## src/sv/mtp_pkg.sv

```systemverilog
// shared constants, types and the tempering function for the twister generator
`timescale 1ns / 1ps
`default_nettype none

package mtp_pkg;

  localparam int WORD_W              = 32;
  localparam int STATE_WORDS_DEFAULT = 624;
  localparam int TWIST_OFFSET        = 397;

  // configuration map
  localparam int CFG_ADDR_W = 3;
  localparam int CFG_DATA_W = 32;
  localparam logic [CFG_ADDR_W-1:0] ADDR_SEED_MODE = 3'd0;

  // seeding rules
  localparam logic [1:0] MODE_KNUTH    = 2'd0;
  localparam logic [1:0] MODE_CLASSIC  = 2'd1;
  localparam logic [1:0] MODE_IMPROVED = 2'd2;

  // commands
  localparam logic OP_NEXT = 1'b0;
  localparam logic OP_SEED = 1'b1;

  localparam logic [WORD_W-1:0] TWIST_MATRIX = 32'h9908_B0DF;
  localparam logic [WORD_W-1:0] HIGH_BIT     = 32'h8000_0000;
  localparam logic [WORD_W-1:0] LOW_BITS     = 32'h7FFF_FFFF;
  localparam logic [WORD_W-1:0] TEMPER_B     = 32'h9D2C_5680;
  localparam logic [WORD_W-1:0] TEMPER_C     = 32'hEFC6_0000;
  localparam logic [WORD_W-1:0] HALF_MASK    = 32'hFFFF_0000;
  localparam logic [WORD_W-1:0] KNUTH_MUL    = 32'd69069;
  // two lcg steps folded: s'' = 69069^2 * s + (69069 + 1)
  localparam logic [WORD_W-1:0] KNUTH_SQ     = 32'd475559465;
  localparam logic [WORD_W-1:0] CLASSIC_ADD  = 32'd69070;
  localparam logic [WORD_W-1:0] INIT_MUL     = 32'd1812433253;

  typedef struct packed {
    logic busy;
    logic shift;
  } seed_status_t;

  function automatic logic [WORD_W-1:0] temper(input logic [WORD_W-1:0] y_in);
    logic [WORD_W-1:0] y;
    y = y_in;
    y = y ^ (y >> 11);
    y = y ^ ((y << 7) & TEMPER_B);
    y = y ^ ((y << 15) & TEMPER_C);
    y = y ^ (y >> 18);
    return y;
  endfunction

endpackage

`default_nettype wire

```

## src/sv/mtp_cell.sv

```systemverilog
// one state word of the shift chain, loaded from its neighbour on every shift
`timescale 1ns / 1ps
`default_nettype none

module mtp_cell
  import mtp_pkg::*;
(
  input  wire logic              clk,
  input  wire logic              shift_en,
  input  wire logic [WORD_W-1:0] word_in,
  output logic      [WORD_W-1:0] word_out
);

  logic [WORD_W-1:0] word_r;

  always_ff @(posedge clk) begin
    if (shift_en) begin
      word_r <= word_in;
    end
  end

  assign word_out = word_r;

endmodule

`default_nettype wire

```

## config.mk

```make
export PLATFORM = sky130hd
export DESIGN_NAME = mtp_cell
export DESIGN_NICKNAME = d
export VERILOG_FILES = /design/src/sv/mtp_pkg.sv /design/src/sv/mtp_cell.sv
export SDC_FILE = /design/constraint.sdc
export NUM_CORES = 1
export LEC_CHECK = 0
export ABC_AREA = 1
export BUFFER_PORTS_ARGS = -buffer_cell sky130_fd_sc_hd__buf_2
export CAP_MARGIN = 20
export CORE_AREA = 2 2 56 58
export CTS_CLUSTER_DIAMETER = 40
export CTS_CLUSTER_SIZE = 8
export DETAILED_ROUTE_END_ITERATION = 16
export DIE_AREA = 0 0 58 60
export PLACE_DENSITY = 0.7
export SETUP_SLACK_MARGIN = 0.02
export SLEW_MARGIN = 40
export SYNTH_ARGS = -nofsm -noshare
export SYNTH_HDL_FRONTEND = slang
export SYNTH_SLANG_ARGS = --single-unit
```

## constraint.sdc

```tcl
create_clock -name clk -period 0.8 [get_ports clk]
set_input_delay 0.04 -clock clk [delete_from_list [all_inputs] [get_ports clk]]
set_output_delay 0.04 -clock clk [all_outputs]
set_load 0.02 [all_outputs]
```

* Word level (Yosys, flattened, before mapping)
Cells that the tools add are included.
** Cells by class
- Reduce and logical (&&, ||, !) cells :: 0
- Multipliers :: 0
- Shift operators :: 0
- Divide/modulo/power cells :: 0
- Eq/ne operators :: 0
- Order comparisons :: 0
- Multiplexer cells :: 0
- Bitwise logic cells :: 0
- Add/subtract/negate cells :: 0
** Word-level totals
- Bits in registers :: 32
- Bits in writable memories :: 0
- Memories :: 0
- ROM bits :: 0
- Input port bits :: 34
- Output and inout port bits :: 32
- Bits in latches :: 0

* Logic depth before layout (Yosys ltp)
- Word-level depth :: 0
- Mapped depth :: 0
- Mapped depth without buffers :: 0

* Worst setup path before layout
Ideal clock, no wire load.
- Path type :: reg2out
- Start :: reg word_r[0], in the netlist word_out[0]
- End :: out word_out[0]
- Required time :: 0.760 ns
- Path slack :: 0.311 ns
- Buffers on the path :: 0
- Arrival time :: 0.449 ns
- Stages on the path, launching flop included :: 1
- Cells stage by stage :: edfxtp_1
** RTL lines
- start: declaration :: RTL line mtp_cell.sv:14 : logic [WORD_W-1:0] word_r;
- start signal: assignment :: RTL line mtp_cell.sv:18 : word_r <= word_in;
- end: declaration :: RTL line mtp_cell.sv:11 : output logic [WORD_W-1:0] word_out
No word-level cell between the ends.

* Worst setup path in the final report
- Start :: reg word_r[2], in the netlist word_out[2]
- End :: out word_out[2]
No word-level cell between the ends.

==> flow_summary.toml <==
[route]
drc = 0
routed_wl_um = 2770
avgRoutedWirePerCell_um = 16.2
dr.pass1.iters = 4
vias = 743
antenna_left = 0
drt_iter0_drc = 41
routed_via_density = 4.35

[timing]
slew_headroom_pct = 92.4
worst_slack_ns = -0.152
fin_crit_sh_pct = 119
rsz0062_at_grt = "yes"
setup_violations = 32
hold_violations = 0
clock.fmax_mhz = 1050
drv_slew = 0
tightestPinTransition_ns = 0.114
period_needed_ns = 0.952

[power]
p_per_area_nw_per_um2 = 1870
swShare_pct = 24.1
seq_power_share_pct = 58.3
p_int_uw = 2670
vdd_drop_max_uv = 1520
p_leak_uw = 0.000798
p_switching_uw = 848
power_frac_clock_pct = 22.8
combPwrFrac_pct = 18.9

[logic_synthesis]
syn_inst = 32
synth_top_area_share_pct = 100
synth_cell_types = 1
syn-cell-area_um2 = 961
syn_nets = 66
ys.warnings.count = 0
yosys.area.top_type = "edfxtp_1"
synth-seq-cells = 32
syn_avg_cell_area_um2 = 30.0
synthTopCellsByArea = "edfxtp_1"
ys_seq_area_share_pct = 100

[die]
dieArea_um2 = 3480
fp.dieH_um = 60
core-area_um2 = 2900
die_w_um = 58
ios = 66
std_cell_rows = 20
start_util_pct = 33.1

[clock_network]
cts_tree = "yes"
clock-sinks = 32
clk_pin_slew_worst_paths_ns = 0.09
cts_made_buffers = 5
htreeDepth = 2
cts-root-buf = "clkbuf_4"
clockBufferDepth = 2

[layout]
antenna_cells = 0
layout_common_cells = "buf_2, dlygate4sd3_1, edfxtp_1"
layout_commonest_cell = "buf_2"
multi_input_cells = 0
syn_to_final_growth_pct = 96.0
final_cells = 171
fin_area_um2 = 1880
layout.nets = 172
largest_register_ffs = 32
multi_input_area_um2 = 0
drive_gt1_share_pct = 52.2

[worst_hold_path]
hold_depth = 2
hold_class = "in2reg"

[setup_path]
critical_path_class = "reg2out"
cp_data_arrival_time_ns = 0.91
worstSetupEndpointType = "output port"
worst_setup_path_start_kind = "flip-flop"
cp_cell_sequence = "buf_2"
cp_slowest_stage_delay_ns = 0.40
path_max_fanout = 1
critPathTopFamily = "flip-flops"
cp_slowest_cell = "edfxtp_1"
cp_num_buf_inv = 1
path_depth = 1
cp_data_required_time_ns = 0.76

[global_route]
grt-ovfl-total = 0
antenna_found_initial = 0
grt_pass1_vias = 774
grtUsageTotal_pct = 15.7
grt_max_degree = 22
grt_pass1_wl_um = 3650

[place]
hpwl_um = 1210
routabilityCongestion = 0.661
placed_cells = 132
place_area_um2 = 1370
portBuffers = 65

[job]
cap_violations = 0

[outcome]
violations = "setup timing"
status = "finished with violations"
==> per-stage QoR <==
stage	setup TNS, ns	total power (uW)	util, %	hold slack (ns)	setup WS (ns)
3_3_place_gp	0	2470	47.1	0.217	0.143
5_1_grt	-4.95	3670	64.9	0.128	-0.193
2_1_floorplan	0	2240	-	0.139	0.311
3_5_place_dp	0	2480	47.1	0.219	0.134
4_1_cts	-3.58	3420	60.8	0.114	-0.131
6_report	-3.53	3520	64.9	0.128	-0.152
==> Yosys cell counts <==
cell / count
edfxtp_1: 32
==> final cells by class <==
class,count,area [um2]
Tap cell,33,41.3
Clock inverter,2,7.51
Fill cell,201,1020
Sequential cell,32,961
Timing Repair Buffer,99,836
Clock buffer,5,37.5
==> what timing repair did <==
item / 4_1_cts / 5_1_grt
setup endpoints to repair: 32 / 32
gates resized for setup: 10 / 38
pin swaps: 0 / 0
hold endpoints to repair: 32 / 0
hold buffers: 32 / 0
buffers inserted: 0 / 0
==> cell families (layout without fill, tap and decap cells) <==
logic type,count (synthesis),in the layout,synth area share [%]
buf+inv,0,106,0
flops,32,32,100
==> final timing paths <==
path         from     endpoint  slack (ns)
max   word_out[2]  word_out[2]       -0.15
min      shift_en  word_out[4]        0.13
==> layer usage <==
layer / track usage [%] / part of all wire, % / vias to the layer above
met1: 14.1 / 33 / 343
met4: 7.97 / 2.7 / 0
li1: - / - / 341
met2: 28.9 / 54 / 51
met3: 7.79 / 10 / 8
met5: 0 / 0 / -
==> power groups by stage <==
stage	sequential, uW	clock [uW]	combinational (uW)
floorplan	2240	0	0
finish	2050	800	665
detailed placement	2060	0	421
global placement	2050	0	416
global route	2060	910	701
CTS	2020	827	564
(Power assumes the default switching activity.)
