File: src/sv/mtp_pkg.sv
// shared constants, types and the tempering function for the twister generator
`timescale 1ns / 1ps
`default_nettype none

package mtp_pkg;

  localparam int WORD_W              = 32;
  localparam int STATE_WORDS_DEFAULT = 624;
  localparam int TWIST_OFFSET        = 397;

  // configuration map
  localparam int CFG_ADDR_W = 3;
  localparam int CFG_DATA_W = 32;
  localparam logic [CFG_ADDR_W-1:0] ADDR_SEED_MODE = 3'd0;

  // seeding rules
  localparam logic [1:0] MODE_KNUTH    = 2'd0;
  localparam logic [1:0] MODE_CLASSIC  = 2'd1;
  localparam logic [1:0] MODE_IMPROVED = 2'd2;

  // commands
  localparam logic OP_NEXT = 1'b0;
  localparam logic OP_SEED = 1'b1;

  localparam logic [WORD_W-1:0] TWIST_MATRIX = 32'h9908_B0DF;
  localparam logic [WORD_W-1:0] HIGH_BIT     = 32'h8000_0000;
  localparam logic [WORD_W-1:0] LOW_BITS     = 32'h7FFF_FFFF;
  localparam logic [WORD_W-1:0] TEMPER_B     = 32'h9D2C_5680;
  localparam logic [WORD_W-1:0] TEMPER_C     = 32'hEFC6_0000;
  localparam logic [WORD_W-1:0] HALF_MASK    = 32'hFFFF_0000;
  localparam logic [WORD_W-1:0] KNUTH_MUL    = 32'd69069;
  // two lcg steps folded: s'' = 69069^2 * s + (69069 + 1)
  localparam logic [WORD_W-1:0] KNUTH_SQ     = 32'd475559465;
  localparam logic [WORD_W-1:0] CLASSIC_ADD  = 32'd69070;
  localparam logic [WORD_W-1:0] INIT_MUL     = 32'd1812433253;

  typedef struct packed {
    logic busy;
    logic shift;
  } seed_status_t;

  function automatic logic [WORD_W-1:0] temper(input logic [WORD_W-1:0] y_in);
    logic [WORD_W-1:0] y;
    y = y_in;
    y = y ^ (y >> 11);
    y = y ^ ((y << 7) & TEMPER_B);
    y = y ^ ((y << 15) & TEMPER_C);
    y = y ^ (y >> 18);
    return y;
  endfunction

endpackage

`default_nettype wire

File: src/sv/mtp_seeder.sv
// seed word generator, one state word per cycle into the tail of the chain
`timescale 1ns / 1ps
`default_nettype none

module mtp_seeder
  import mtp_pkg::*;
#(
  parameter int STATE_WORDS = STATE_WORDS_DEFAULT
) (
  input  wire logic              clk,
  input  wire logic              rst_n,
  input  wire logic              start,
  input  wire logic [WORD_W-1:0] seed,
  input  wire logic [1:0]        mode,
  output seed_status_t           status,
  output logic      [WORD_W-1:0] word
);

  localparam int CNT_W = $clog2(STATE_WORDS);

  logic [WORD_W-1:0] gen_r;
  logic [WORD_W-1:0] gen_nxt;
  logic [CNT_W-1:0]  cnt_r;
  logic [1:0]        mode_r;
  logic              busy_r;

  logic [WORD_W-1:0] mul_src;
  logic [WORD_W-1:0] mul_k;
  logic [WORD_W-1:0] addend;
  logic [WORD_W-1:0] prod;
  logic [WORD_W-1:0] step1;
  logic              last;

  assign last = (cnt_r == CNT_W'(STATE_WORDS - 1));

  always_comb begin
    mul_src = gen_r;
    mul_k   = KNUTH_MUL;
    addend  = '0;
    unique case (mode_r)
      MODE_KNUTH: begin
      end
      MODE_CLASSIC: begin
        mul_k  = KNUTH_SQ;
        addend = CLASSIC_ADD;
      end
      default: begin
        // improved rule, also taken by the unused mode code
        mul_src = gen_r ^ (gen_r >> 30);
        mul_k   = INIT_MUL;
        addend  = {{(WORD_W-CNT_W){1'b0}}, cnt_r} + 32'd1;
      end
    endcase
  end

  assign prod    = mul_src * mul_k;
  assign gen_nxt = prod + addend;

  // classic rule: high half of s over high half of one lcg step later
  assign step1 = gen_r * KNUTH_MUL + 32'd1;
  assign word  = (mode_r == MODE_CLASSIC) ? ((gen_r & HALF_MASK) | (step1 >> 16)) : gen_r;

  always_ff @(posedge clk) begin
    if (!rst_n) begin
      busy_r <= 1'b0;
      cnt_r  <= '0;
    end else if (start) begin
      busy_r <= 1'b1;
      cnt_r  <= '0;
    end else if (busy_r) begin
      if (last) begin
        busy_r <= 1'b0;
      end
      cnt_r <= cnt_r + CNT_W'(1);
    end
  end

  always_ff @(posedge clk) begin
    if (start) begin
      gen_r  <= seed;
      mode_r <= mode;
    end else if (busy_r) begin
      gen_r <= gen_nxt;
    end
  end

  assign status.busy  = busy_r;
  assign status.shift = busy_r;

endmodule

`default_nettype wire
File: config.mk
export PLATFORM = sky130hd
export DESIGN_NAME = mtp_seeder
export DESIGN_NICKNAME = d
export VERILOG_FILES = /design/src/sv/mtp_pkg.sv /design/src/sv/mtp_seeder.sv
export SDC_FILE = /design/constraint.sdc
export NUM_CORES = 1
export LEC_CHECK = 0
export ABC_AREA = 1
export BUFFER_PORTS_ARGS = -buffer_cell sky130_fd_sc_hd__buf_2
export CELL_PAD_IN_SITES_DETAIL_PLACEMENT = 1
export CELL_PAD_IN_SITES_GLOBAL_PLACEMENT = 2
export CORE_UTILIZATION = 41
export DETAILED_ROUTE_END_ITERATION = 6
export GPL_ROUTABILITY_DRIVEN = 1
export PLACE_DENSITY = 0.82
export SETUP_SLACK_MARGIN = 0.05
export SLEW_MARGIN = 10
export SYNTH_ARGS = -nofsm -noshare
export SYNTH_HDL_FRONTEND = slang
export SYNTH_SLANG_ARGS = --single-unit
export TNS_END_PERCENT = 30
File: constraint.sdc
create_clock -name clk -period 8.2 [get_ports clk]
set_input_delay 0.82 -clock clk [delete_from_list [all_inputs] [get_ports clk]]
set_output_delay 0.82 -clock clk [all_outputs]
set_load 0.05 [all_outputs]
Word-level counts from Yosys, hierarchy flattened
Index checks and enable logic that the tools add are counted.
W data, S select, Z words.

storage, ports and cells
  word-level logic and storage cells = 28
  bits in registers = 45
  bits of input ports = 37
  output and inout bits = 34

operators by class
  reductions and logical operators = 4
  equal/unequal tests = 2
  bitwise logic cells = 3
  $add $sub $neg = 4
  multiply operators = 2
  mux-type cells = 9

operators by type and width
  kind                      count
  $mux W32                  4
  $pmux W31 S2              1
  $pmux W17 S2              1
  $add A32 B1 Y32 const B   1
  $add A32 B32 Y32          1
  $mul A32 B17 Y32 const B  1
  $mul A32 B32 Y32          1
  $or A32 B16 Y32           1
  $xor A32 B2 Y32           1
  $add A10 B1 Y11 const B   1
  $add A10 B1 Y10 const B   1
  $eq A10 B10 Y1 const B    1
  $reduce_or A2 Y1          2
  $mux W1                   3
  $eq A2 B1 Y1 const B      1
  $logic_not A2 Y1          1
  $reduce_bool A2 Y1        1
  $not A1 Y1                1

Depth between registers and ports, before layout
Gate-level depths: netlist of the first run.

  depth after elaboration = 7
  gate-level depth with buffers = 35
  gate-level depth less buffers = 34

Worst setup path before layout of the first run
Ideal clock, no wire load.

  kind = flip-flop to flip-flop
  from = reg mode_r[1]
  to = reg gen_r[26] (data pin)
  slack = 1.061 ns
  buffers on the path = 3
  period minus slack after synthesis = 7.139 ns
  library setup time = 0.254 ns
  cell stages (with the launch flop) = 28
  data required time = 7.946 ns
  data arrival time = 6.886 ns
  path through = edfxtp_1 -> buf_4 -> nor2_4 -> clkbuf_1 -> clkbuf_1 -> nand2_1 -> fa_1 -> fa_1 -> fa_1 -> inv_1 -> fa_1 -> fa_1 -> fa_1 -> fa_1 -> inv_1 -> fa_1 -> inv_1 -> ha_1 -> inv_1 -> o21bai_1 -> o21bai_1 -> a21oi_1 -> nand3_1 -> nand2_1 -> nand3_1 -> or2_2 -> nand3_1 -> nand2_1

on the way
  cells in the longest elaborated chain, start to end = 7
  elaborated cells between the ends (all ways) = 10
  classes of those cells = add/sub: 1; mul: 1; eq/ne: 1; mux: 5; reduce/logical: 2

RTL lines
  what                                                     line              text
  from (decl)                                              mtp_seeder.sv:24  logic [1:0] mode_r;
  from (signal assigned)                                   mtp_seeder.sv:81  mode_r <= mode;
  $eq A2 B1 Y1 / $logic_not A2 Y1 (equally long branches)  mtp_seeder.sv:40  unique case (mode_r)
  $reduce_or A2 Y1 (no line)                               n/a
  $mux W32                                                 mtp_seeder.sv:40
  $mul A32 B32 Y32                                         mtp_seeder.sv:56  assign prod = mul_src * mul_k;
  $add A32 B32 Y32 (*)                                     mtp_seeder.sv:57  assign gen_nxt = prod + addend;
  $mux W32 (*)                                             mtp_seeder.sv:82  end else if (busy_r) begin
  $mux W32 (*)                                             mtp_seeder.sv:79  if (start) begin
  to (signal assigned)                                     mtp_seeder.sv:83  gen_r <= gen_nxt;
  to (decl)                                                mtp_seeder.sv:21  logic [WORD_W-1:0] gen_r;

Every way passes the cells marked *; elsewhere a longest branch is shown, timed or not. The select of a mux whose other input is x is not followed.
A chain may end at the register's enable or synchronous reset.

Final worst setup path of the first run
  from = reg mode_r[1]
  to = reg gen_r[30] (data pin)

Same word-level chain as after synthesis.

==> flow_summary.toml, run 1 <==
[floorplan]
fp-row-count = 87
initial_core_util_pct = 41.6
die_y_um = 241
die_area_mm2 = 0.0581
core_area_mm2 = 0.0564
dieWidth_um = 241
ios = 71

[synth]
synthCells = 2783
synth_area_mm2 = 0.0234
ys_seq_area_share_pct = 5.30
synth.avg_cell_area_um2 = 8.42
syn_nets = 3674
synth_cell_types = 38
yosysWarningCount = 0
ys_ff_latch = 45

[sta]
fin_tns_setup_ps = 0
skew_ps = 15.6
fin_crit_sh_pct = 95.9
fmax_ghz = 0.127
slew_headroom_pct = 42.7
min_period_ps = 7860
setup_viol = 0
maxSlewViolCount = 0
rsz0062_at_grt = "yes"
worstMarginPinSlew_ps = 857
layout_setup_ws_ps = 338
finalHoldViolCount = 0

[worst_setup_path]
cp.required_ps = 8260
reg2regPathDepth = 23
critPathCapture = "gen_r[30]$_DFFE_PP_"
end_kind = "flip-flop"
crit_arrival_ps = 7920
crit_fanout = 15
crit_type = "reg2reg"
r2r_slack_ps = 340
start_kind = "flip-flop"
startpoint = "mode_r[1]$_DFFE_PP_"
r2r-end = "gen_r[30]$_DFFE_PP_"
regToRegStartpoint = "mode_r[1]$_DFFE_PP_"

[grt]
grt_antenna_before_repair = 1
grt_pass1_vias = 21200
grt_pass1_wl_mm = 123
grt.total_usage_pct = 28.6
grt_max_degree = 51
grt.overflow.total = 0

[placement]
place_worst_setup_slack_ps = 305
gp_congestion = 0.965
io_buffers = 70
hpwl_mm = 70.3

[final_layout]
layout_commonest_cell = "inv_1"
nFillCells = 6852
syn2layout_area_growth_pct = 7.94
final_nets = 3790
layout_common_cells = "inv_1, fa_1, nand2_1"
antenna_cells = 0
drive_gt1_share_pct = 6.48

[clocking]
clockBufferDepth = 2
clkSlewWorstSetupHoldPaths_ps = 90
cts_setup_buffers = 0
htree_num_levels = 2
post_cts_resized = 0
cts.sinks = 45
clock_latency_ps = 320
tritoncts = "done"
root_buffer = "clkbuf_16"
cts_buffers = 5
cts_hold_buf = 0

[route]
drc = 0
vias = 18300
routed_wl_mm = 78.4
ant_nets = 0
drt_iter0_drc = 695
vias_per_cell = 5.01
routedWlPerCell_um = 21.4
first_pass_iters = 4

[job]
cap_violations = 0

[hold_path]
hold_path.class = "reg2reg"

[status]
status = "finished clean"
[synth_stat cells]
| master | number | area share [%] |
|---|---|---|
| a211oi_1 | 2 | 0.064 |
| a21boi_0 | 1 | 0.032 |
| a21o_1 | 10 | 0.32 |
| a21oi_1 | 77 | 1.6 |
| a221oi_1 | 1 | 0.037 |
| a31oi_1 | 7 | 0.19 |
| buf_1 | 9 | 0.14 |
| buf_2 | 2 | 0.043 |
| buf_4 | 19 | 0.61 |
| buf_6 | 1 | 0.048 |
| clkbuf_1 | 16 | 0.26 |
| clkinv_1 | 2 | 0.032 |
| dfxtp_1 | 11 | 0.94 |
| edfxtp_1 | 34 | 4.4 |
| fa_1 | 478 | 41 |
| ha_1 | 376 | 20 |
| inv_1 | 906 | 15 |
| inv_2 | 1 | 0.016 |
| inv_4 | 1 | 0.027 |
| nand2_1 | 380 | 6.1 |
| nand2_2 | 2 | 0.053 |
| nand3_1 | 83 | 1.8 |
| nand3b_1 | 6 | 0.19 |
| nand4_1 | 6 | 0.16 |
| nor2_1 | 187 | 3.0 |
| nor2_4 | 1 | 0.048 |
| nor3_1 | 10 | 0.21 |
| nor4_1 | 7 | 0.19 |
| o211ai_1 | 1 | 0.032 |
| o21a_1 | 2 | 0.064 |
| o21ai_0 | 70 | 1.5 |
| o21bai_1 | 9 | 0.29 |
| o221a_2 | 1 | 0.048 |
| o221ai_1 | 1 | 0.037 |
| o31ai_1 | 3 | 0.096 |
| or2_2 | 17 | 0.45 |
| xnor2_1 | 22 | 0.82 |
| xor2_1 | 21 | 0.78 |
[metal layers]
metal | up-vias | routed length [um] | part of all wire [%] | GRT usage [%]
met3 | 131 | 3560 | 4.5 | 3.92
li1 | 8409 | - | - | -
met2 | 406 | 38600 | 49 | 49.9
met4 | 2 | 2640 | 3.4 | 8.71
met1 | 9378 | 33600 | 43 | 36.7
met5 | - | 20 | 0.026 | 0
[critical path, cell delays in order (launching register included)]
cell      delay (ps)
edfxtp_1         540
nor2_2           590
buf_4            360
nand2_1          110
fa_1             570
inv_1             60
fa_1             530
fa_1             480
fa_1             550
inv_1             60
fa_1             570
fa_1             530
inv_1             50
fa_1             480
inv_1             50
fa_1             470
inv_1             40
ha_1             380
nand2_1          180
nor3_1           450
nand2_1          100
o221a_2          280
nand3_1           70
a31oi_1           90
[flip-flops by register name, indices dropped and copies added (netlist names)]
register,cells
mode_r,2
busy_r,1
gen_r,32
cnt_r,10
[cell families (layout without fill, tap and decap cells)]
| logic type | count (synthesis) | after routing | synth area share [%] |
|---|---|---|---|
| xor gates and xnor gates | 43 | 43 | 1.61 |
| DFF | 45 | 45 | 5.30 |
| adders and majority gates | 854 | 854 | 60.9 |
| AOI/OAI and AO/OA | 185 | 185 | 4.35 |
| buffers and inverters | 957 | 1074 | 15.7 |
| and+or+nand+nor | 699 | 699 | 12.2 |
[how the worst min path moves through the flow]
stage | startpoint | to | slack (ps) | depth (start not counted)
floorplan | cnt_r[1]$_SDFFE_PP0P_ | cnt_r[1]$_SDFFE_PP0P_ | 520 | 2
global placement | cnt_r[1]$_SDFFE_PP0P_ | cnt_r[1]$_SDFFE_PP0P_ | 530 | 2
detailed placement | cnt_r[5]$_SDFFE_PP0P_ | busy_r$_SDFF_PN0_ | 550 | 3
CTS | cnt_r[5]$_SDFFE_PP0P_ | busy_r$_SDFF_PN0_ | 560 | 3
global route | cnt_r[5]$_SDFFE_PP0P_ | busy_r$_SDFF_PN0_ | 610 | 3
finish | cnt_r[5]$_SDFFE_PP0P_ | busy_r$_SDFF_PN0_ | 570 | 3
[final cells by class]
cell class	count	area, um2	area share, %
well taps	756	946	3.74
multi-input cells	1781	18500	73.2
flip-flops and latches	45	1240	4.91
repair buffers	156	1010	3.99
inverters	910	3420	13.5
clock inverters	1	8.76	0.0346
clock buffers	7	153	0.603
[through the flow]
stage | hold WS, ps | util, % | std cells | instance area, um2
2_1_floorplan | 515 | - | 2783 | 23400
3_3_place_gp | 532 | 44.6 | 3648 | 25100
3_5_place_dp | 550 | 44.6 | 3648 | 25100
4_1_cts | 563 | 44.9 | 3656 | 25300
5_1_grt | 609 | 44.9 | 3656 | 25300
6_report | 570 | 44.9 | 3656 | 25300
Power of run 1 is left out: the tool's default activity adds up to more than one toggle a clock period on the data nets, which glitch-free logic cannot reach.
==> inputs of run 2 (changes only) <==
--- a/config.mk
+++ b/config.mk
@@ -9,10 +9,10 @@
 export BUFFER_PORTS_ARGS = -buffer_cell sky130_fd_sc_hd__buf_2
 export CELL_PAD_IN_SITES_DETAIL_PLACEMENT = 1
 export CELL_PAD_IN_SITES_GLOBAL_PLACEMENT = 2
-export CORE_UTILIZATION = 41
+export CORE_UTILIZATION = 30
 export DETAILED_ROUTE_END_ITERATION = 6
 export GPL_ROUTABILITY_DRIVEN = 1
-export PLACE_DENSITY = 0.82
+export PLACE_DENSITY = 0.62
 export SETUP_SLACK_MARGIN = 0.05
 export SLEW_MARGIN = 10
 export SYNTH_ARGS = -nofsm -noshare
==> flow_summary.toml, run 2 (synthesis gave the netlist of run 1 again) <==
[floorplan]
die_area_mm2 = 0.0792
core_area_mm2 = 0.0773
ios = 71
dieWidth_um = 282
die_y_um = 282
fp-row-count = 102
initial_core_util_pct = 30.3

[worst_setup_path]
path_delay_family = "adder cells"
crit_type = "reg2reg"
cpMaxStageDelayCell = "fa_1"
cp.required_ps = 8290
crit_arrival_ps = 7900
end_kind = "flip-flop"
cpMostUsedCell = "fa_1"
max_stage_delay_ps = 600
crit_fanout = 16
start_kind = "flip-flop"
path_buf_inv = 8

[route]
drc = 0
routedWlPerCell_um = 21.8
vias_per_cell = 4.55
drt_iter0_drc = 698
vias = 17900
first_pass_iters = 4
ant_nets = 0
routed_wl_mm = 85.7

[final_layout]
syn2layout_area_growth_pct = 9.07
largest_registers = "gen_r: 32 flops, cnt_r: 10 flops, mode_r: 2 flops"
drive_gt1_share_pct = 6.10
final_nets = 3776
largest-register = "gen_r"
multi_input_area_mm2 = 0.0185
layout_commonest_cell = "inv_1"
register_area_mm2 = 0.00124
nFillCells = 9320
largest_reg_flops = 32
instances_no_fill = 3929
layout_common_cells = "inv_1, fa_1, nand2_1"

[sta]
fin_tns_setup_ps = 0
rsz0062_at_grt = "no"
slew_headroom_pct = 42.7
finalHoldViolCount = 0
setup_viol = 0
maxSlewViolCount = 0
fin_crit_sh_pct = 95.2
worstMarginPinSlew_ps = 856
min_period_ps = 7810
layout_setup_ws_ps = 393
fmax_ghz = 0.128
skew_ps = 12.3

[placement]
placed_cells = 3918
io_buffers = 70
gp_congestion = 0.927
hpwl_mm = 76.3
place_worst_setup_slack_ps = 161

[clocking]
cts.sinks = 45
root_buffer = "clkbuf_16"
clockBufferDepth = 2
cts_buffers = 5
cts_setup_buffers = 0
tritoncts = "done"
htree_num_levels = 2
clkSlewWorstSetupHoldPaths_ps = 80
clock_latency_ps = 330

[grt]
grt.overflow.total = 0
grt_pass1_wl_mm = 131
grt_max_degree = 40
grt_antenna_before_repair = 2
grt_pass1_vias = 20600
grt.total_usage_pct = 22.6

[job]
cap_violations = 0

[hold_path]
hold_path.class = "reg2reg"

[status]
status = "finished clean"
-- run 2: worst register-to-register path: cells and delay by family, from the launching register on --
kind	cells	cell delay (ps)
and+or+nand+nor	8	1480
AOI/OAI and AO/OA	1	120
DFF	1	500
buffers and inverters	8	970
adders and majority gates	9	4500
-- run 2: worst paths after layout --
check,start,endpoint,slack [ps],cells past startpoint
max,mode_r[1]$_DFFE_PP_,gen_r[31]$_DFFE_PP_,390,26
min,cnt_r[5]$_SDFFE_PP0P_,busy_r$_SDFF_PN0_,570,3
max reg2reg,mode_r[1]$_DFFE_PP_,gen_r[31]$_DFFE_PP_,390,26
min reg2reg,cnt_r[5]$_SDFFE_PP0P_,busy_r$_SDFF_PN0_,570,3
-- run 2: layout make-up --
class / count / area share (%)
antenna: 3 / 0.0294
inverter: 910 / 13.4
tap: 1040 / 5.09
sequential: 45 / 4.86
multi-input combinational: 1781 / 72.5
timing repair buffer: 142 / 3.58
clock inverter: 3 / 0.0783
clock buffer: 5 / 0.489
-- run 2: metrics by stage --
stage / instance area (um2) / hold WS [ps] / util, %
after floorplan: 23400 / 515 / -
after global placement: 25400 / 544 / 32.8
after detailed placement: 25400 / 555 / 32.8
after CTS: 25500 / 566 / 33.0
after global routing: 25600 / 630 / 33.0
final: 25600 / 566 / 33.1
-- run 2: layer usage --
layer	wire, um	global-route usage [%]	vias to the layer above
met5	0	0	-
met4	1710	4.86	0
met3	2960	2.77	69
met2	41300	39.0	278
met1	39700	30.3	9140
li1	-	-	8387
-- run 2: timing repair --
item / in CTS / in global routing
setup endpoints to repair: 0 / 15
hold buffers: 0 / 0
endpoints found under the hold margin: 0 / 0
gates resized for setup: 0 / 3
Power of run 2 is left out for the same reason.
